$ cat config.mk
export PLATFORM = sky130hd
export DESIGN_NAME = music_event_to_fm_register_writes
export DESIGN_NICKNAME = d
export VERILOG_FILES = /design/src/design/mefm_pkg.sv /design/src/design/mefm_fifo.sv /design/src/design/mefm_front.sv /design/src/design/mefm_back.sv /design/src/design/music_event_to_fm_register_writes.sv
export SDC_FILE = /design/constraint.sdc
export NUM_CORES = 1
export LEC_CHECK = 0
export BUFFER_PORTS_ARGS = -buffer_cell sky130_fd_sc_hd__buf_2
export CAP_MARGIN = 20
export CORE_MARGIN = 3
export CORE_UTILIZATION = 56
export DETAILED_ROUTE_END_ITERATION = 12
export PLACE_DENSITY = 0.83
export SLEW_MARGIN = 20
export SYNTH_ARGS = -nofsm -noshare
export SYNTH_HDL_FRONTEND = slang
export SYNTH_HIERARCHICAL = 1
export SYNTH_SLANG_ARGS = --single-unit
$ cat constraint.sdc
create_clock -name clock -period 4.5 [get_ports clock]
set_input_delay 0.9 -clock clock [delete_from_list [all_inputs] [get_ports clock]]
set_output_delay 0.9 -clock clock [all_outputs]
set_load 0.02 [all_outputs]
$ cat src/design/mefm_pkg.sv
`timescale 1ns / 1ps
// ----------------------------------------------------------------------------
// mefm_pkg: shared types and constants
// command and write beat formats, opcode codes, shadow slot map, note tables
// ----------------------------------------------------------------------------
package mefm_pkg;

   // event opcodes
   localparam logic [2:0] OP_RAW       = 3'd0;
   localparam logic [2:0] OP_NOTE_ON   = 3'd1;
   localparam logic [2:0] OP_NOTE_OFF  = 3'd2;
   localparam logic [2:0] OP_DRUM_ON   = 3'd3;
   localparam logic [2:0] OP_DRUM_OFF  = 3'd4;
   localparam logic [2:0] OP_PARAM     = 3'd5;

   // shadow slots: only registers that are ever read back are kept
   localparam int SLOT_COUNT = 13;
   localparam int SLOT_W     = $clog2(SLOT_COUNT);

   localparam logic [SLOT_W-1:0] SLOT_TEST   = 4'd0;   // 0x08
   localparam logic [SLOT_W-1:0] SLOT_RHYTHM = 4'd1;   // 0xBD
   localparam logic [SLOT_W-1:0] SLOT_FBCON  = 4'd2;   // 0xC0
   localparam logic [SLOT_W-1:0] SLOT_CHAR   = 4'd3;   // 0x20, 0x23
   localparam logic [SLOT_W-1:0] SLOT_LEVEL  = 4'd5;   // 0x40, 0x43
   localparam logic [SLOT_W-1:0] SLOT_AD     = 4'd7;   // 0x60, 0x63
   localparam logic [SLOT_W-1:0] SLOT_SR     = 4'd9;   // 0x80, 0x83
   localparam logic [SLOT_W-1:0] SLOT_WAVE   = 4'd11;  // 0xE0, 0xE3

   localparam logic [7:0] SLOT_ADDR [SLOT_COUNT] = '{
      8'h08, 8'hBD, 8'hC0, 8'h20, 8'h23, 8'h40, 8'h43,
      8'h60, 8'h63, 8'h80, 8'h83, 8'hE0, 8'hE3
   };

   // one classified event, as the back end carries it out
   typedef struct packed {
      logic              rmw;      // first write merges with the shadow
      logic [SLOT_W-1:0] slot;
      logic [7:0]        addr0;
      logic [7:0]        keep0;    // shadow bits kept on merge
      logic [7:0]        bits0;    // bits or'd in (or plain data)
      logic              second;   // a second write follows
      logic [7:0]        addr1;
      logic [7:0]        data1;
   } cmd_type;

   // one register write beat
   typedef struct packed {
      logic [7:0] addr;
      logic [7:0] data;
      logic       last;
   } wr_type;

   // frequency number per semitone
   function automatic logic [8:0] fnum_lookup(input logic [3:0] semi);
      logic [8:0] f;
      unique case (semi)
         4'd0:    f = 9'd172;
         4'd1:    f = 9'd183;
         4'd2:    f = 9'd194;
         4'd3:    f = 9'd205;
         4'd4:    f = 9'd217;
         4'd5:    f = 9'd230;
         4'd6:    f = 9'd244;
         4'd7:    f = 9'd258;
         4'd8:    f = 9'd274;
         4'd9:    f = 9'd290;
         4'd10:   f = 9'd307;
         4'd11:   f = 9'd326;
         default: f = 9'd172;
      endcase
      return f;
   endfunction

   // percussion note to rhythm bit, hi-hat for anything unmapped
   function automatic logic [2:0] drum_lookup(input logic [6:0] note);
      logic [2:0] b;
      unique case (note)
         7'd35, 7'd36:                              b = 3'd4;
         7'd38, 7'd40:                              b = 3'd3;
         7'd41, 7'd43, 7'd45, 7'd47, 7'd48, 7'd50:  b = 3'd2;
         7'd49, 7'd51, 7'd52, 7'd55, 7'd57, 7'd59:  b = 3'd1;
         default:                                   b = 3'd0;
      endcase
      return b;
   endfunction

endpackage

$ cat src/design/mefm_fifo.sv
`timescale 1ns / 1ps
// ----------------------------------------------------------------------------
// mefm_fifo: two-entry queue
// decouples producer and consumer, full and empty flags from an occupancy count
// ----------------------------------------------------------------------------
module mefm_fifo #(
   parameter int WIDTH = 8
) (
   input  logic             clock,
   input  logic             reset,
   input  logic             push,
   input  logic [WIDTH-1:0] wr_data,
   output logic             full,
   input  logic             pop,
   output logic [WIDTH-1:0] rd_data,
   output logic             empty
);
   localparam int DEPTH = 2;
   localparam int PTR_W = $clog2(DEPTH);
   localparam int CNT_W = $clog2(DEPTH + 1);

   logic [WIDTH-1:0] mem_ff [DEPTH];
   logic [PTR_W-1:0] wr_ptr_ff, wr_ptr_in;
   logic [PTR_W-1:0] rd_ptr_ff, rd_ptr_in;
   logic [CNT_W-1:0] count_ff,  count_in;
   logic             do_push, do_pop;

   assign full    = (count_ff == CNT_W'(DEPTH));
   assign empty   = (count_ff == '0);
   assign do_push = push & ~full;
   assign do_pop  = pop & ~empty;
   assign rd_data = mem_ff[rd_ptr_ff];

   always_comb begin
      wr_ptr_in = do_push ? PTR_W'(wr_ptr_ff + 1'b1) : wr_ptr_ff;
      rd_ptr_in = do_pop  ? PTR_W'(rd_ptr_ff + 1'b1) : rd_ptr_ff;
      count_in  = count_ff;
      if (do_push && !do_pop) begin
         count_in = CNT_W'(count_ff + 1'b1);
      end else if (do_pop && !do_push) begin
         count_in = CNT_W'(count_ff - 1'b1);
      end
   end

   always_ff @(posedge clock) begin
      if (reset) begin
         wr_ptr_ff <= '0;
         rd_ptr_ff <= '0;
         count_ff  <= '0;
      end else begin
         wr_ptr_ff <= wr_ptr_in;
         rd_ptr_ff <= rd_ptr_in;
         count_ff  <= count_in;
      end
   end

   always_ff @(posedge clock) begin
      if (do_push) begin
         mem_ff[wr_ptr_ff] <= wr_data;
      end
   end

endmodule

$ cat src/design/mefm_front.sv
`timescale 1ns / 1ps
// ----------------------------------------------------------------------------
// mefm_front: event classifier
// turns one music event into a write command, flags events that write nothing
// ----------------------------------------------------------------------------
module mefm_front
   import mefm_pkg::*;
#(
   parameter int VOICE_COUNT = 6
) (
   input  logic [2:0] opcode,
   input  logic [3:0] voice_channel,
   input  logic [6:0] note_number,
   input  logic [6:0] param_number,
   input  logic [7:0] param_value,
   input  logic [7:0] raw_addr,
   input  logic [7:0] raw_data,
   output cmd_type    cmd,
   output logic       has_write
);
   // controller numbers; operator pairs are the even number and the odd one
   localparam logic [6:0] P_FREQ      = 7'd1;
   localparam logic [6:0] P_CSM       = 7'd10;
   localparam logic [6:0] P_AM_DEPTH  = 7'd11;
   localparam logic [6:0] P_VIB_DEPTH = 7'd12;
   localparam logic [6:0] P_FEEDBACK  = 7'd13;
   localparam logic [6:0] P_CONNECT   = 7'd14;
   localparam logic [6:0] P_TREMOLO   = 7'd20;
   localparam logic [6:0] P_VIBRATO   = 7'd22;
   localparam logic [6:0] P_MAINTAIN  = 7'd24;
   localparam logic [6:0] P_MULT      = 7'd26;
   localparam logic [6:0] P_TOTAL_LVL = 7'd28;
   localparam logic [6:0] P_ATTACK    = 7'd30;
   localparam logic [6:0] P_DECAY     = 7'd32;
   localparam logic [6:0] P_SUST_LVL  = 7'd34;
   localparam logic [6:0] P_RELEASE   = 7'd36;
   localparam logic [6:0] P_WAVEFORM  = 7'd38;

   // note / 12 by reciprocal, exact over seven-bit notes
   localparam logic [12:0] DIV12_MUL   = 13'd43;
   localparam int          DIV12_SHIFT = 9;

   logic [3:0]  chan_lut [16];
   logic [3:0]  chan;
   logic [12:0] prod;
   logic [3:0]  octave;
   logic [3:0]  semi;
   logic [8:0]  fnum;
   logic [7:0]  drum_mask;
   logic        flag;
   logic [7:0]  op_ofs;
   logic [SLOT_W-1:0] op_slot;

   for (genvar i = 0; i < 16; i++) begin : g_chan
      assign chan_lut[i] = 4'(i % VOICE_COUNT);
   end

   assign chan      = chan_lut[voice_channel];
   assign prod      = 13'(note_number) * DIV12_MUL;
   assign octave    = prod[DIV12_SHIFT+3:DIV12_SHIFT];
   assign semi      = 4'(note_number - 7'(octave) * 7'd12);
   assign fnum      = fnum_lookup(semi);
   assign drum_mask = 8'(1) << drum_lookup(note_number);
   assign flag      = (param_value != 8'd0);
   assign op_ofs    = param_number[0] ? 8'h03 : 8'h00;
   assign op_slot   = SLOT_W'(param_number[0]);

   always_comb begin
      cmd       = '0;
      has_write = 1'b1;
      unique case (opcode)
         OP_RAW: begin
            cmd.addr0 = raw_addr;
            cmd.bits0 = raw_data;
         end
         OP_NOTE_ON: begin
            cmd.addr0  = 8'hA0 + 8'(chan);
            cmd.bits0  = fnum[7:0];
            cmd.second = 1'b1;
            cmd.addr1  = 8'hB0 + 8'(chan);
            cmd.data1  = {2'b00, 1'b1, octave[2:0], 1'b0, fnum[8]};
         end
         OP_NOTE_OFF: begin
            cmd.addr0 = 8'hB0 + 8'(chan);
            cmd.bits0 = 8'h00;
         end
         OP_DRUM_ON: begin
            cmd.rmw   = 1'b1;
            cmd.slot  = SLOT_RHYTHM;
            cmd.addr0 = 8'hBD;
            cmd.keep0 = 8'hE0;
            cmd.bits0 = drum_mask;
         end
         OP_DRUM_OFF: begin
            cmd.rmw   = 1'b1;
            cmd.slot  = SLOT_RHYTHM;
            cmd.addr0 = 8'hBD;
            cmd.keep0 = 8'hE0 | ~drum_mask;
            cmd.bits0 = 8'h00;
         end
         OP_PARAM: begin
            cmd.rmw = 1'b1;
            unique case (param_number)
               P_FREQ: begin
                  cmd.rmw    = 1'b0;
                  cmd.addr0  = 8'hA3;
                  cmd.bits0  = param_value;
                  cmd.second = 1'b1;
                  cmd.addr1  = 8'hB3;
                  cmd.data1  = 8'h31;
               end
               P_CSM: begin
                  cmd.slot = SLOT_TEST;   cmd.addr0 = 8'h08;
                  cmd.keep0 = 8'h7F;      cmd.bits0 = {flag, 7'd0};
               end
               P_AM_DEPTH: begin
                  cmd.slot = SLOT_RHYTHM; cmd.addr0 = 8'hBD;
                  cmd.keep0 = 8'h7F;      cmd.bits0 = {flag, 7'd0};
               end
               P_VIB_DEPTH: begin
                  cmd.slot = SLOT_RHYTHM; cmd.addr0 = 8'hBD;
                  cmd.keep0 = 8'hBF;      cmd.bits0 = {1'b0, flag, 6'd0};
               end
               P_FEEDBACK: begin
                  cmd.slot = SLOT_FBCON;  cmd.addr0 = 8'hC0;
                  cmd.keep0 = 8'hF1;      cmd.bits0 = {4'd0, param_value[2:0], 1'b0};
               end
               P_CONNECT: begin
                  cmd.slot = SLOT_FBCON;  cmd.addr0 = 8'hC0;
                  cmd.keep0 = 8'hFE;      cmd.bits0 = {7'd0, flag};
               end
               P_TREMOLO, P_TREMOLO | 7'd1: begin
                  cmd.slot = SLOT_CHAR + op_slot;   cmd.addr0 = 8'h20 + op_ofs;
                  cmd.keep0 = 8'h7F;      cmd.bits0 = {flag, 7'd0};
               end
               P_VIBRATO, P_VIBRATO | 7'd1: begin
                  cmd.slot = SLOT_CHAR + op_slot;   cmd.addr0 = 8'h20 + op_ofs;
                  cmd.keep0 = 8'hBF;      cmd.bits0 = {1'b0, flag, 6'd0};
               end
               P_MAINTAIN, P_MAINTAIN | 7'd1: begin
                  cmd.slot = SLOT_CHAR + op_slot;   cmd.addr0 = 8'h20 + op_ofs;
                  cmd.keep0 = 8'hDF;      cmd.bits0 = {2'd0, flag, 5'd0};
               end
               P_MULT, P_MULT | 7'd1: begin
                  cmd.slot = SLOT_CHAR + op_slot;   cmd.addr0 = 8'h20 + op_ofs;
                  cmd.keep0 = 8'hF0;      cmd.bits0 = {4'd0, param_value[3:0]};
               end
               P_TOTAL_LVL, P_TOTAL_LVL | 7'd1: begin
                  cmd.slot = SLOT_LEVEL + op_slot;  cmd.addr0 = 8'h40 + op_ofs;
                  cmd.keep0 = 8'hC0;      cmd.bits0 = {2'd0, param_value[5:0]};
               end
               P_ATTACK, P_ATTACK | 7'd1: begin
                  cmd.slot = SLOT_AD + op_slot;     cmd.addr0 = 8'h60 + op_ofs;
                  cmd.keep0 = 8'h0F;      cmd.bits0 = {param_value[3:0], 4'd0};
               end
               P_DECAY, P_DECAY | 7'd1: begin
                  cmd.slot = SLOT_AD + op_slot;     cmd.addr0 = 8'h60 + op_ofs;
                  cmd.keep0 = 8'hF0;      cmd.bits0 = {4'd0, param_value[3:0]};
               end
               P_SUST_LVL, P_SUST_LVL | 7'd1: begin
                  cmd.slot = SLOT_SR + op_slot;     cmd.addr0 = 8'h80 + op_ofs;
                  cmd.keep0 = 8'h0F;      cmd.bits0 = {param_value[3:0], 4'd0};
               end
               P_RELEASE, P_RELEASE | 7'd1: begin
                  cmd.slot = SLOT_SR + op_slot;     cmd.addr0 = 8'h80 + op_ofs;
                  cmd.keep0 = 8'hF0;      cmd.bits0 = {4'd0, param_value[3:0]};
               end
               P_WAVEFORM, P_WAVEFORM | 7'd1: begin
                  cmd.slot = SLOT_WAVE + op_slot;   cmd.addr0 = 8'hE0 + op_ofs;
                  cmd.keep0 = 8'hFC;      cmd.bits0 = {6'd0, param_value[1:0]};
               end
               default: begin
                  cmd.rmw   = 1'b0;
                  has_write = 1'b0;
               end
            endcase
         end
         default: begin
            has_write = 1'b0;
         end
      endcase
   end

endmodule

$ cat src/design/mefm_back.sv
`timescale 1ns / 1ps
// ----------------------------------------------------------------------------
// mefm_back: write engine
// issues one write per cycle unless stalled, merges fields with the register shadow
// ----------------------------------------------------------------------------
module mefm_back
   import mefm_pkg::*;
(
   input  logic    clock,
   input  logic    reset,
   input  cmd_type cmd,
   input  logic    cmd_empty,
   output logic    cmd_pop,
   output wr_type  wr,
   output logic    wr_push,
   input  logic    wr_full
);
   logic [7:0] shadow_ff [SLOT_COUNT];
   logic [7:0] shadow_in [SLOT_COUNT];
   logic       phase_ff, phase_in;
   logic [7:0] merged;

   assign merged  = cmd.rmw ? ((shadow_ff[cmd.slot] & cmd.keep0) | cmd.bits0) : cmd.bits0;
   assign wr_push = ~cmd_empty & ~wr_full;

   always_comb begin
      if (phase_ff) begin
         wr.addr = cmd.addr1;
         wr.data = cmd.data1;
         wr.last = 1'b1;
      end else begin
         wr.addr = cmd.addr0;
         wr.data = merged;
         wr.last = ~cmd.second;
      end
   end

   assign cmd_pop = wr_push & wr.last;

   always_comb begin
      phase_in = phase_ff;
      if (wr_push) begin
         phase_in = ~wr.last;
      end
   end

   // every issued write to a shadowed address lands in the shadow slot at its address
   always_comb begin
      for (int i = 0; i < SLOT_COUNT; i++) begin
         shadow_in[i] = shadow_ff[i];
         if (wr_push && (wr.addr == SLOT_ADDR[i])) begin
            shadow_in[i] = wr.data;
         end
      end
   end

   always_ff @(posedge clock) begin
      if (reset) begin
         phase_ff <= 1'b0;
         for (int i = 0; i < SLOT_COUNT; i++) begin
            shadow_ff[i] <= 8'h00;
         end
      end else begin
         phase_ff <= phase_in;
         for (int i = 0; i < SLOT_COUNT; i++) begin
            shadow_ff[i] <= shadow_in[i];
         end
      end
   end

   // second beat only pending against a two-write command
   a_phase_cmd: assert property (@(posedge clock) disable iff (reset)
      phase_ff |-> (!cmd_empty && cmd.second))
      else $error("second beat pending without a two-write command");

   // a non-final beat is always followed by its partner
   a_pair: assert property (@(posedge clock) disable iff (reset)
      (wr_push && !wr.last) |=> phase_ff)
      else $error("first of two beats issued but second not pending");

   // rhythm register shadow follows its last write
   a_rhythm: assert property (@(posedge clock) disable iff (reset)
      (wr_push && wr.addr == 8'hBD) |=> (shadow_ff[SLOT_RHYTHM] == $past(wr.data)))
      else $error("rhythm shadow missed a write");

   // a command leaves the queue only on its final beat
   a_pop_last: assert property (@(posedge clock) disable iff (reset)
      cmd_pop |-> (wr_push && (phase_ff || !cmd.second)))
      else $error("command retired before its last beat");

endmodule

$ cat src/design/music_event_to_fm_register_writes.sv
`timescale 1ns / 1ps
// ----------------------------------------------------------------------------
// music_event_to_fm_register_writes: music events to FM register writes
// classifies note, drum, parameter and raw events into one or two address /
// data beats, keeping a shadow of the registers that fields are merged into
// ----------------------------------------------------------------------------
//
//  channel   direction   handshake            payload
//  req_      in          req_push / req_full  opcode, channel, note, param, raw
//  rsp_      out         rsp_pop / rsp_empty  reg_addr, reg_data, last_write
//
//  - the write engine issues one beat per cycle while the output queue has room: raw,
//    note off, drum and field events give one beat, note on and the frequency parameter two
//  - an accepted event passes the command queue and the engine to reach the rsp_ queue
//  - events that cause no write are taken and dropped at the front
//  - reset is synchronous; the shadow is cleared in the same cycle
//  - two-entry queues sit between front and engine and on the output, so
//    either side may stall until the queues fill without stopping the other
//
module music_event_to_fm_register_writes
   import mefm_pkg::*;
#(
   parameter int VOICE_COUNT = 6
) (
   input  logic       clock,
   input  logic       reset,
   // event beats
   input  logic       req_push,
   output logic       req_full,
   input  logic [2:0] req_opcode,
   input  logic [3:0] req_voice_channel,
   input  logic [6:0] req_note_number,
   input  logic [6:0] req_param_number,
   input  logic [7:0] req_param_value,
   input  logic [7:0] req_raw_addr,
   input  logic [7:0] req_raw_data,
   // register write beats
   output logic       rsp_empty,
   input  logic       rsp_pop,
   output logic [7:0] rsp_reg_addr,
   output logic [7:0] rsp_reg_data,
   output logic       rsp_last_write
);
   cmd_type front_cmd;
   logic    front_has_write;
   logic    cmd_full;
   logic    cmd_push;
   cmd_type head_cmd;
   logic    cmd_empty;
   logic    cmd_pop;
   wr_type  eng_wr;
   logic    eng_push;
   logic    out_full;
   wr_type  out_wr;

   // front: decode the event straight into the command queue
   mefm_front #(
      .VOICE_COUNT (VOICE_COUNT)
   ) u_front (
      .opcode        (req_opcode),
      .voice_channel (req_voice_channel),
      .note_number   (req_note_number),
      .param_number  (req_param_number),
      .param_value   (req_param_value),
      .raw_addr      (req_raw_addr),
      .raw_data      (req_raw_data),
      .cmd           (front_cmd),
      .has_write     (front_has_write)
   );

   assign req_full = cmd_full;
   assign cmd_push = req_push & ~cmd_full & front_has_write;

   // command queue between classifier and engine
   mefm_fifo #(
      .WIDTH ($bits(cmd_type))
   ) u_cmd_q (
      .clock   (clock),
      .reset   (reset),
      .push    (cmd_push),
      .wr_data (front_cmd),
      .full    (cmd_full),
      .pop     (cmd_pop),
      .rd_data (head_cmd),
      .empty   (cmd_empty)
   );

   // engine: shadow merge and beat sequencing
   mefm_back u_back (
      .clock     (clock),
      .reset     (reset),
      .cmd       (head_cmd),
      .cmd_empty (cmd_empty),
      .cmd_pop   (cmd_pop),
      .wr        (eng_wr),
      .wr_push   (eng_push),
      .wr_full   (out_full)
   );

   // output queue, parts the engine from the consumer
   mefm_fifo #(
      .WIDTH ($bits(wr_type))
   ) u_out_q (
      .clock   (clock),
      .reset   (reset),
      .push    (eng_push),
      .wr_data (eng_wr),
      .full    (out_full),
      .pop     (rsp_pop),
      .rd_data (out_wr),
      .empty   (rsp_empty)
   );

   assign rsp_reg_addr   = out_wr.addr;
   assign rsp_reg_data   = out_wr.data;
   assign rsp_last_write = out_wr.last;

endmodule
==> results.sh, run 1 <==
export IMPL_drive_gt1_share_pct=23.3
export IMPL_clk_latency_ns=0.52
export IMPL_max_vdd_ir_drop_uv=274
export IMPL_syn2layout_area_growth_pct=13.0
export IMPL_synth_async_reset_ratio_pct=0
export IMPL_place_gp_congestion=0.932
export IMPL_io_buffers=67
export IMPL_status="completed"
export IMPL_grt_pass1_wl_mm=49.2
export IMPL_setup_violations=0
export IMPL_synth_edf_count=230
export IMPL_whs_ns=0.507
export IMPL_clkSinkCount=241
export IMPL_dp_hpwl_mm=21.3
export IMPL_vias=9409
export IMPL_p_int_uw=5220
export IMPL_hold_viol_final=0
export IMPL_grt_ovfl_total=0
export IMPL_clock_path_buffers=3
export IMPL_hold_class="reg2reg"
export IMPL_crit_type="in2reg"
export IMPL_cap_violations=0
export IMPL_fin_skew_ns=0.0130
export IMPL_drt_total_wl_mm=31.3
export IMPL_regToRegSetupSlack_ns=1.04
export IMPL_fillCellCount=1669
export IMPL_ant_nets=0
export IMPL_swShare_pct=35.6
export IMPL_r2r_cells=6
export IMPL_worst_endpoint_required_ns=4.76
export IMPL_firstDrtPassIters=7
export IMPL_pwr_share_clk_pct=23.7
export IMPL_ys_ff_latch=241
export IMPL_ys_seq_area_share_pct=54.9
export IMPL_root_buffer="clkbuf_16"
export IMPL_cp_top_family="adder cells"
export IMPL_io_pins=68
export IMPL_powerDensity_nw_per_um2=553
export IMPL_core_area_um2=22700
export IMPL_cts_buffers=24
export IMPL_place_area_um2=13900
export IMPL_crit_path_start_kind="input pin"
export IMPL_start_util_pct=57.1
export IMPL_cts_tree="yes"
export IMPL_synth_cell_type_count=82
export IMPL_ys_warn_count=6
export IMPL_grt_pass1_vias=9087
export IMPL_final_min_clock_period_ns=4.32
export IMPL_path_max_fanout=9
export IMPL_r2r_end="u_back/shadow_ff[4][4]"
export IMPL_ctsHtreeMaxLevel=1
export IMPL_die_w_um=158
export IMPL_drv_slew=0
export IMPL_drtIter0Drc=960
export IMPL_hold_depth=2
export IMPL_cts_hold_buf=0
export IMPL_via_per_inst=6.44
export IMPL_worst_pin_slew_ns=1.01
export IMPL_post_route_period_util_pct=96.0
export IMPL_wl_per_cell_um=21.5
export IMPL_synth_cells=1076
export IMPL_synth_top_cell_by_area="edfxtp_1"
export IMPL_route_detailed_drc=0
export IMPL_grt_antenna_before_repair=0
export IMPL_yosys_most_used_dff="edfxtp_1"
export IMPL_grt_usage_pct=25.0
export IMPL_critPathArrivalTime_ns=4.58
export IMPL_clk_pin_slew_ns=0.06
export IMPL_leakage_uw=0.00545
export IMPL_synthDominantCellAreaShare_pct=53.3
export IMPL_clock_fmax_ghz=0.231
export IMPL_final_nets=1253
export IMPL_crit_chain="buf_2, buf_4, inv_1, ha_1, ha_1, inv_1, fa_1, inv_1, ha_1, nor2_2, a211o_1, a211oi_4, ha_2, xnor2_2, xnor2_2, buf_4, nor4_2, nor4_2, a31o_1"
export IMPL_diodes=0
export IMPL_die_h_um=158
export IMPL_hold_path_startpoint="u_out_q/rd_ptr_ff"
export IMPL_die_area_um2=25000
export IMPL_crit_buf_inv=6
export IMPL_rows=55
export IMPL_p_sw_uw=2890
export IMPL_final_cell_area_um2=14700
export IMPL_total_power_uw=8110
export IMPL_combPwrFrac_pct=38.0
export IMPL_synth_cell_area_um2=13000
export IMPL_slowest_stage="fa_1"
export IMPL_critPathCaptureType="flop"
export IMPL_cp_slowest_stage_delay_ns=0.53
export IMPL_seqPwrFrac_pct=38.3
export IMPL_relSlewSlack_pct=32.3
export IMPL_yosys_top_cells_area="edfxtp_1, mux2_2, mux2i_1"
export IMPL_syn_area_per_cell_um2=12.1
export IMPL_grt_max_degree=47
[registers in the layout (all words and copies together), names as in the netlist, 2 cells and up, named ones only]
name,flops
u_out_q/mem_ff,34
u_back/shadow_ff,104
u_out_q/count_ff,2
u_cmd_q/mem_ff,92
u_cmd_q/count_ff,2
[cells by family (layout without fill, tap and decap cells)]
group / after synthesis / in the layout / synth area share [%]
simple gates: 331 / 331 / 13.6
flops: 241 / 241 / 54.9
compound gates: 205 / 205 / 11.1
mux: 126 / 126 / 10.4
buf+inv: 111 / 206 / 3.85
fa+ha+maj: 46 / 46 / 4.78
xor+xnor: 15 / 15 / 1.27
other cells: 1 / 5 / 0.0289
[metrics by stage]
| stage | TNS, ns | util, % | setup WS [ns] | std cells |
|---|---|---|---|---|
| global route | -0.0458 | 64.5 | -0.0211 | 1460 |
| detailed placement | -6.24 | 61.0 | -0.399 | 1416 |
| floorplan | -0.548 | - | -0.138 | 1080 |
| finish | 0 | 64.5 | 0.178 | 1460 |
| global placement | -3.54 | 61.0 | -0.269 | 1416 |
| CTS | 0 | 64.4 | 0.120 | 1459 |
[layout make-up]
class,instances,area (um^2),area share (%)
clock buffer,33,687,4.69
clock inverter,10,73.8,0.504
inverter,36,135,0.922
multi-input combinational,728,5470,37.3
sequential,241,7130,48.6
tap,285,357,2.43
timing repair buffer,127,811,5.53
[worst min-delay path, delay by kind of cell, from the launching register on]
kind	cells	cell delay [ns]
simple gates	1	0.07
flops	1	0.33
xor+xnor	1	0.08
[layout by cell type, fill, tap and decap left out, types with 5 or more instances in the layout]
master       n
a21oi_1     27
clkinv_1     7
inv_1       31
mux2i_1     56
nor2b_1     17
nand4_1      7
a211o_1      9
mux2_2      70
and3_1       7
edfxtp_1   230
clkbuf_16   26
a211oi_1    11
fa_1         5
buf_2       67
o211ai_1     6
a21o_1       9
or3_1        8
nand2_1     50
buf_4       58
a22oi_1     25
o21ai_0     52
ha_1        34
nand3_1     25
a222oi_1     5
dfxtp_1     10
and2_1       6
xor2_1       9
nor3_1      98
conb_1       5
and3b_1      6
nor2_1      48
clkbuf_1     6
or2_2        6
o22ai_1     16
nand2b_1    12
[repair_timing]
action,4_1_cts,5_1_grt
gates resized for setup,0,5
buffers inserted,0,1
endpoints found under the setup margin,0,12
[layer usage]
layer,part of all wire [%],GRT usage (%),vias up
met3,7.9,3.09,86
met1,41,34.4,4541
li1,-,-,4277
met4,3.4,7.66,0
met5,0,0,-
met2,48,41.8,505
[worst max-delay path by stage]
stage / startpoint / endpoint / slack (ns) / cells past startpoint
final: req_note_number[2] / u_cmd_q/mem_ff[1][22] / 0.18 / 19
after global routing: req_note_number[2] / u_cmd_q/mem_ff[1][22] / -0.02 / 19
after CTS: req_note_number[2] / u_cmd_q/mem_ff[0][20] / 0.12 / 18
after detailed placement: req_note_number[2] / u_cmd_q/mem_ff[0][24] / -0.40 / 18
after global placement: req_note_number[2] / u_cmd_q/mem_ff[1][0] / -0.27 / 16
after floorplan: req_note_number[2] / u_cmd_q/mem_ff[0][0] / -0.14 / 16
[synth_stat cells (3+ instances only)]
cell,number
mux2_2,70
o22ai_1,16
inv_1,35
o21ai_0,52
edfxtp_1,230
buf_1,6
buf_4,14
nand4_1,7
or3_1,8
nor2b_1,17
a21o_1,9
nor4_1,6
o211ai_1,6
a31oi_1,3
nor4bb_1,3
nor2_1,50
a211oi_1,11
ha_1,40
and3b_1,6
nor3b_1,4
o31ai_1,4
xor2_1,9
clkbuf_1,41
dfxtp_1,11
nand2b_1,12
nand3_1,26
mux2i_1,56
xnor2_1,3
a31o_2,3
fa_1,6
nand3b_1,4
and3_1,7
nand2_1,50
a22oi_1,25
a21oi_1,27
a211o_1,9
and2_1,7
o2111ai_1,4
a221oi_1,4
buf_2,11
a222oi_1,5
a22o_1,4
nor3_1,98
or2_2,6
[power by group through the flow]
stage          Clock, uW  Sequential (uW)  Combinational (uW)
2_1_floorplan          0             3060                2070
3_3_place_gp           0             3120                2860
3_5_place_dp           0             3150                2930
4_1_cts             1940             3110                2980
5_1_grt             2030             3140                3290
6_report            1920             3100                3080
Power figures use the tool's default switching activity.
==> run 2: changes to the inputs <==
- CAP_MARGIN: 20 -> 15
- CORE_ASPECT_RATIO: default -> 1.75
- SETUP_SLACK_MARGIN: default -> 0.5
==> run 2 against run 1 <==
  * Cell count rose by 1.1%
  * Clock-buffer cell count down 8
  * Sequential share of layout area decreased by 0.50 points
  * Die area is 0.29% higher
  * Sequential power barely moved
  * Flip-flop and latch count did not move
  * Combinational power rose by 7.8%
  * Critical path type unchanged
  * Largest cell class unchanged
==> results.sh, run 2 (synthesis results as in run 1) <==
export IMPL_cap_violations=0
export IMPL_grt_ovfl_total=0
export IMPL_finalWorstSetupSlack_ns=0.296
export IMPL_hold_class="reg2reg"
export IMPL_cts_buffers=19
export IMPL_drv_slew=0
export IMPL_crit_chain="buf_8, ha_4, fa_1, inv_1, fa_1, inv_2, ha_4, nand3_4, a211o_1, a211oi_4, ha_2, xnor2_2, xnor2_2, buf_6, nor4_2, nor4_2, a31o_1"
export IMPL_io_pins=68
export IMPL_final_common_cell="edfxtp_1"
export IMPL_clk_pin_slew_ns=0.07
export IMPL_dp_cells=1434
export IMPL_clock_path_buffers=3
export IMPL_diodes=0
export IMPL_startpoint="req_note_number[4]"
export IMPL_worstSetupEndpoint="u_cmd_q/mem_ff[1][22]"
export IMPL_drt_total_wl_mm=31.7
export IMPL_final_min_clock_period_ns=4.20
export IMPL_max_vdd_ir_drop_uv=280
export IMPL_r2r_cells=6
export IMPL_rows=73
export IMPL_final_nets=1259
export IMPL_vias=9384
export IMPL_firstDrtPassIters=5
export IMPL_instances_no_fill=1476
export IMPL_syn2layout_area_growth_pct=14.2
export IMPL_combPwrFrac_pct=41.3
export IMPL_fillCellCount=1612
export IMPL_crit_path_start_kind="input pin"
export IMPL_grt_pass1_wl_mm=49.7
export IMPL_path_max_fanout=6
export IMPL_pwr_share_clk_pct=20.1
export IMPL_dp_slack_ns=-0.375
export IMPL_powerDensity_nw_per_um2=542
export IMPL_drtIter0Drc=644
export IMPL_die_h_um=207
export IMPL_cp_slowest_stage_delay_ns=0.51
export IMPL_setup_violations=0
export IMPL_core_area_um2=22700
export IMPL_whs_ns=0.498
export IMPL_cts_tree="yes"
export IMPL_root_buffer="clkbuf_16"
export IMPL_worst_pin_slew_ns=0.933
export IMPL_r2r_end="u_back/shadow_ff[9][4]"
export IMPL_regMostFlops="u_back/shadow_ff"
export IMPL_total_power_uw=8030
export IMPL_post_route_period_util_pct=93.4
export IMPL_grt_antenna_before_repair=0
export IMPL_ant_nets=0
export IMPL_p_sw_uw=2900
export IMPL_reg_top3="u_back/shadow_ff (104), u_cmd_q/mem_ff (92), u_out_q/mem_ff (34)"
export IMPL_hold_viol_final=0
export IMPL_timing_setup_tns_ns=0
export IMPL_grt_max_degree=47
export IMPL_worst_endpoint_required_ns=4.73
export IMPL_dp_hpwl_mm=22.9
export IMPL_start_util_pct=57.0
export IMPL_place_gp_congestion=0.960
export IMPL_path_depth=17
export IMPL_route_detailed_drc=0
export IMPL_grt_pass1_vias=9589
export IMPL_fin_skew_ns=0.00800
export IMPL_ctsHtreeMaxLevel=1
export IMPL_p_int_uw=5130
export IMPL_wl_per_cell_um=21.5
export IMPL_cp_top_family="adder cells"
export IMPL_regToRegSetupSlack_ns=0.85
export IMPL_grt_usage_pct=24.9
export IMPL_leakage_uw=0.00545
export IMPL_die_area_um2=25100
export IMPL_swShare_pct=36.1
export IMPL_clk_latency_ns=0.49
export IMPL_via_per_inst=6.36
export IMPL_rsz0062_at_grt="yes"
export IMPL_status="completed"
export IMPL_drive_gt1_share_pct=25.2
export IMPL_seqPwrFrac_pct=38.5
export IMPL_clkSinkCount=241
export IMPL_relSlewSlack_pct=37.6
export IMPL_critPathArrivalTime_ns=4.44
export IMPL_crit_buf_inv=4
export IMPL_clock_fmax_ghz=0.238
export IMPL_critPathCaptureType="flop"
export IMPL_slowest_stage="fa_1"
export IMPL_die_w_um=121
export IMPL_crit_type="in2reg"
export IMPL_io_buffers=67
export IMPL_layout_common_cells="edfxtp_1, nor3_1, mux2_2"
export IMPL_cts_hold_buf=0
export IMPL_largest_reg_flops=104
run 2: repair_timing:
action                                 CTS  global route
endpoints found under the hold margin    0             0
gates resized for setup                 27             9
setup endpoints to repair               18            39
pin swaps                               22             9
setup buffers                            3             5
cloned                                   1             0
run 2: power groups by stage:
stage,Clock (uW),Combinational (uW),Sequential (uW)
final,1620,3320,3090
after global routing,1710,3520,3130
after CTS,1630,3160,3100
after detailed placement,0,2950,3140
after global placement,0,2880,3120
after floorplan,0,2080,3050
run 2: per-layer routing:
metal | vias up | GRT usage, % | part of all wire, %
met1 | 4461 | 25.8 | 32
met3 | 139 | 2.73 | 6.5
met4 | 0 | 14.4 | 6.5
li1 | 4278 | - | -
met2 | 506 | 47.3 | 55
met5 | - | 0 | 0
run 2: metrics by stage:
step	util, %	cell area (um^2)
6_report	65.1	14800
3_3_place_gp	61.2	13900
3_5_place_dp	61.2	13900
5_1_grt	65.1	14800
2_1_floorplan	-	13100
4_1_cts	64.7	14700
run 2: layout make-up:
type	count	area [um^2]	share of cell area (%)
Clock buffer	25	498	3.36
Clock inverter	8	91.3	0.617
Inverter	36	139	0.938
Multi-Input combinational cell	729	5640	38.1
Sequential cell	241	7130	48.1
Tap cell	300	375	2.53
Timing Repair Buffer	137	943	6.37
run 2: worst register-to-register path, cell delays in order (launching register included):
cell and delay [ns]:
dfxtp_2 0.66, buf_4 0.26, buf_4 0.28, mux2_2 0.42
o32ai_1 0.80, nand4_1 0.62, nor3_1 0.41
run 2: worst min-delay path by stage:
stage	startpoint	endpoint	slack (ns)	depth (start not counted)
after floorplan	u_cmd_q/wr_ptr_ff	u_cmd_q/wr_ptr_ff	0.45	2
after global placement	u_out_q/wr_ptr_ff	u_out_q/wr_ptr_ff	0.47	2
after detailed placement	u_out_q/wr_ptr_ff	u_out_q/wr_ptr_ff	0.48	2
after CTS	u_out_q/wr_ptr_ff	u_out_q/wr_ptr_ff	0.50	2
after global routing	u_out_q/wr_ptr_ff	u_out_q/wr_ptr_ff	0.51	2
final	u_cmd_q/wr_ptr_ff	u_cmd_q/wr_ptr_ff	0.50	2
==> run 3: changes to the inputs <==
- CORE_MARGIN: 3 -> 1
==> run 3 against run 2 <==
  * Non-clock buffer count down 16
  * Flip-flop and latch count is the same
  * Fmax fell by 2.0%
==> results.sh, run 3 (synthesis results as in run 1) <==
export IMPL_clkSinkCount=241
export IMPL_drv_slew=0
export IMPL_clock_path_buffers=3
export IMPL_timing_setup_tns_ns=0
export IMPL_dp_hpwl_mm=22.9
export IMPL_die_w_um=117
export IMPL_total_power_uw=7860
export IMPL_largest_reg_flops=104
export IMPL_via_per_inst=6.39
export IMPL_grt_max_degree=49
export IMPL_hold_path_startpoint="u_cmd_q/wr_ptr_ff"
export IMPL_grt_pass1_wl_mm=49.7
export IMPL_rows=73
export IMPL_cpMostUsedCell="ha_4"
export IMPL_start_util_pct=57.0
export IMPL_critPathArrivalTime_ns=4.48
export IMPL_final_common_cell="edfxtp_1"
export IMPL_worst_pin_slew_ns=1.07
export IMPL_syn2layout_area_growth_pct=12.4
export IMPL_regToRegSetupSlack_ns=1.09
export IMPL_firstDrtPassIters=8
export IMPL_leakage_uw=0.00533
export IMPL_wl_per_cell_um=21.9
export IMPL_clock_fmax_ghz=0.233
export IMPL_utilization_pct=64.1
export IMPL_die_h_um=203
export IMPL_r2r_end="u_back/shadow_ff[1][6]"
export IMPL_crit_type="in2reg"
export IMPL_diodes=0
export IMPL_route_detailed_drc=0
export IMPL_die_area_um2=23800
export IMPL_whs_endpoint="u_cmd_q/wr_ptr_ff"
export IMPL_powerDensity_nw_per_um2=539
export IMPL_regMostFlops="u_back/shadow_ff"
export IMPL_cts_tree="yes"
export IMPL_slowest_stage="fa_1"
export IMPL_final_nets=1242
export IMPL_fillCellCount=1647
export IMPL_drt_total_wl_mm=31.9
export IMPL_cp_top_family="adder cells"
export IMPL_hold_depth=2
export IMPL_core_area_um2=22700
export IMPL_crit_path_start_kind="input pin"
export IMPL_hold_class="reg2reg"
export IMPL_worst_endpoint_required_ns=4.69
export IMPL_clk_pin_slew_ns=0.07
export IMPL_r2r_cells=6
export IMPL_ctsHtreeMaxLevel=1
export IMPL_io_buffers=67
export IMPL_crit_chain="buf_8, ha_4, fa_1, inv_2, fa_1, inv_2, ha_4, nand3_4, a2111oi_4, a211oi_4, ha_4, xnor2_4, xnor2_4, buf_4, xor2_2, o211ai_1, o211ai_1"
export IMPL_cap_violations=0
export IMPL_fin_skew_ns=0.0103
export IMPL_root_buffer="clkbuf_16"
export IMPL_reg_top3="u_back/shadow_ff (104), u_cmd_q/mem_ff (92), u_out_q/mem_ff (34)"
export IMPL_cts_hold_buf=0
export IMPL_grt_ovfl_total=0
export IMPL_relSlewSlack_pct=28.8
export IMPL_ant_nets=0
export IMPL_critPathCaptureType="flop"
export IMPL_io_pins=68
export IMPL_drive_gt1_share_pct=23.2
export IMPL_layout_common_cells="edfxtp_1, nor3_1, mux2_2"
export IMPL_setup_violations=0
export IMPL_clk_latency_ns=0.50
export IMPL_post_route_period_util_pct=95.4
export IMPL_hold_viol_final=0
export IMPL_grt_usage_pct=27.6
export IMPL_final_min_clock_period_ns=4.29
export IMPL_status="completed"
export IMPL_path_max_fanout=4
export IMPL_crit_buf_inv=4
export IMPL_grt_pass1_vias=9537
export IMPL_dp_slack_ns=-0.427
export IMPL_grt_antenna_before_repair=0
export IMPL_rsz0062_at_grt="yes"
export IMPL_drtIter0Drc=741
export IMPL_max_vdd_ir_drop_uv=377
export IMPL_finalWorstSetupSlack_ns=0.209
export IMPL_place_gp_congestion=0.943
export IMPL_cts_buffers=19
export IMPL_vias=9329
export IMPL_cp_slowest_stage_delay_ns=0.52
==> run 3: cell count changes in the layout (fill, tap and decap cells not counted), moves of 3 or more <==
cell / delta
clkinv_2: -4
clkbuf_1: +3
buf_4: -17
ha_1: +4
==> run 3: where the power goes <==
group,internal [uW],switching (uW)
sequential,2940,161
combinational,1220,2020
clock,791,721
total,4960,2900
==> run 3: final cells by class <==
class	count	area (um^2)	share of cell area (%)
clock buffer	28	509	3.49
clock inverter	5	32.5	0.223
inverter	36	139	0.953
multi-input combinational	728	5590	38.3
sequential	241	7130	48.9
tap	300	375	2.58
timing repair buffer	121	806	5.53
==> run 3: timing repair <==
action	CTS	global route
pin swaps	8	7
endpoints found under the setup margin	20	19
hold endpoints to repair	0	0
setup buffers	5	0
gates resized for setup	22	10
==> run 3: through the flow <==
step | hold WS (ns) | instance area, um^2 | cells
3_3_place_gp | 0.467 | 13800 | 1421
6_report | 0.503 | 14600 | 1459
5_1_grt | 0.535 | 14600 | 1459
4_1_cts | 0.506 | 14500 | 1459
3_5_place_dp | 0.497 | 13800 | 1421
2_1_floorplan | 0.452 | 13100 | 1080
==> run 3: worst min-delay path: cells and delay by family (launching register included) <==
family	cells	cell delay, ns
AO/OA/AOI/OAI	2	0.14
flip-flops	1	0.31
==> run 3: worst max-delay path by stage <==
stage                                  start                     to  depth (start not counted)
after floorplan           req_note_number[2]   u_cmd_q/mem_ff[0][0]                         16
after global routing      req_note_number[2]  u_cmd_q/mem_ff[0][18]                         19
after CTS                 req_note_number[2]  u_cmd_q/mem_ff[0][24]                         17
final                     req_note_number[2]  u_cmd_q/mem_ff[0][18]                         17
after detailed placement  req_note_number[2]   u_cmd_q/mem_ff[0][0]                         18
after global placement    req_note_number[2]   u_cmd_q/mem_ff[0][0]                         16
==> run 3: layer usage <==
layer  up-vias  wire, um  track usage, %
met5         -         0               0
li1       4244         -               -
met3       147      1870            3.48
met4         0      2190            16.5
met2       481     17300            51.7
met1      4457     10500            28.3
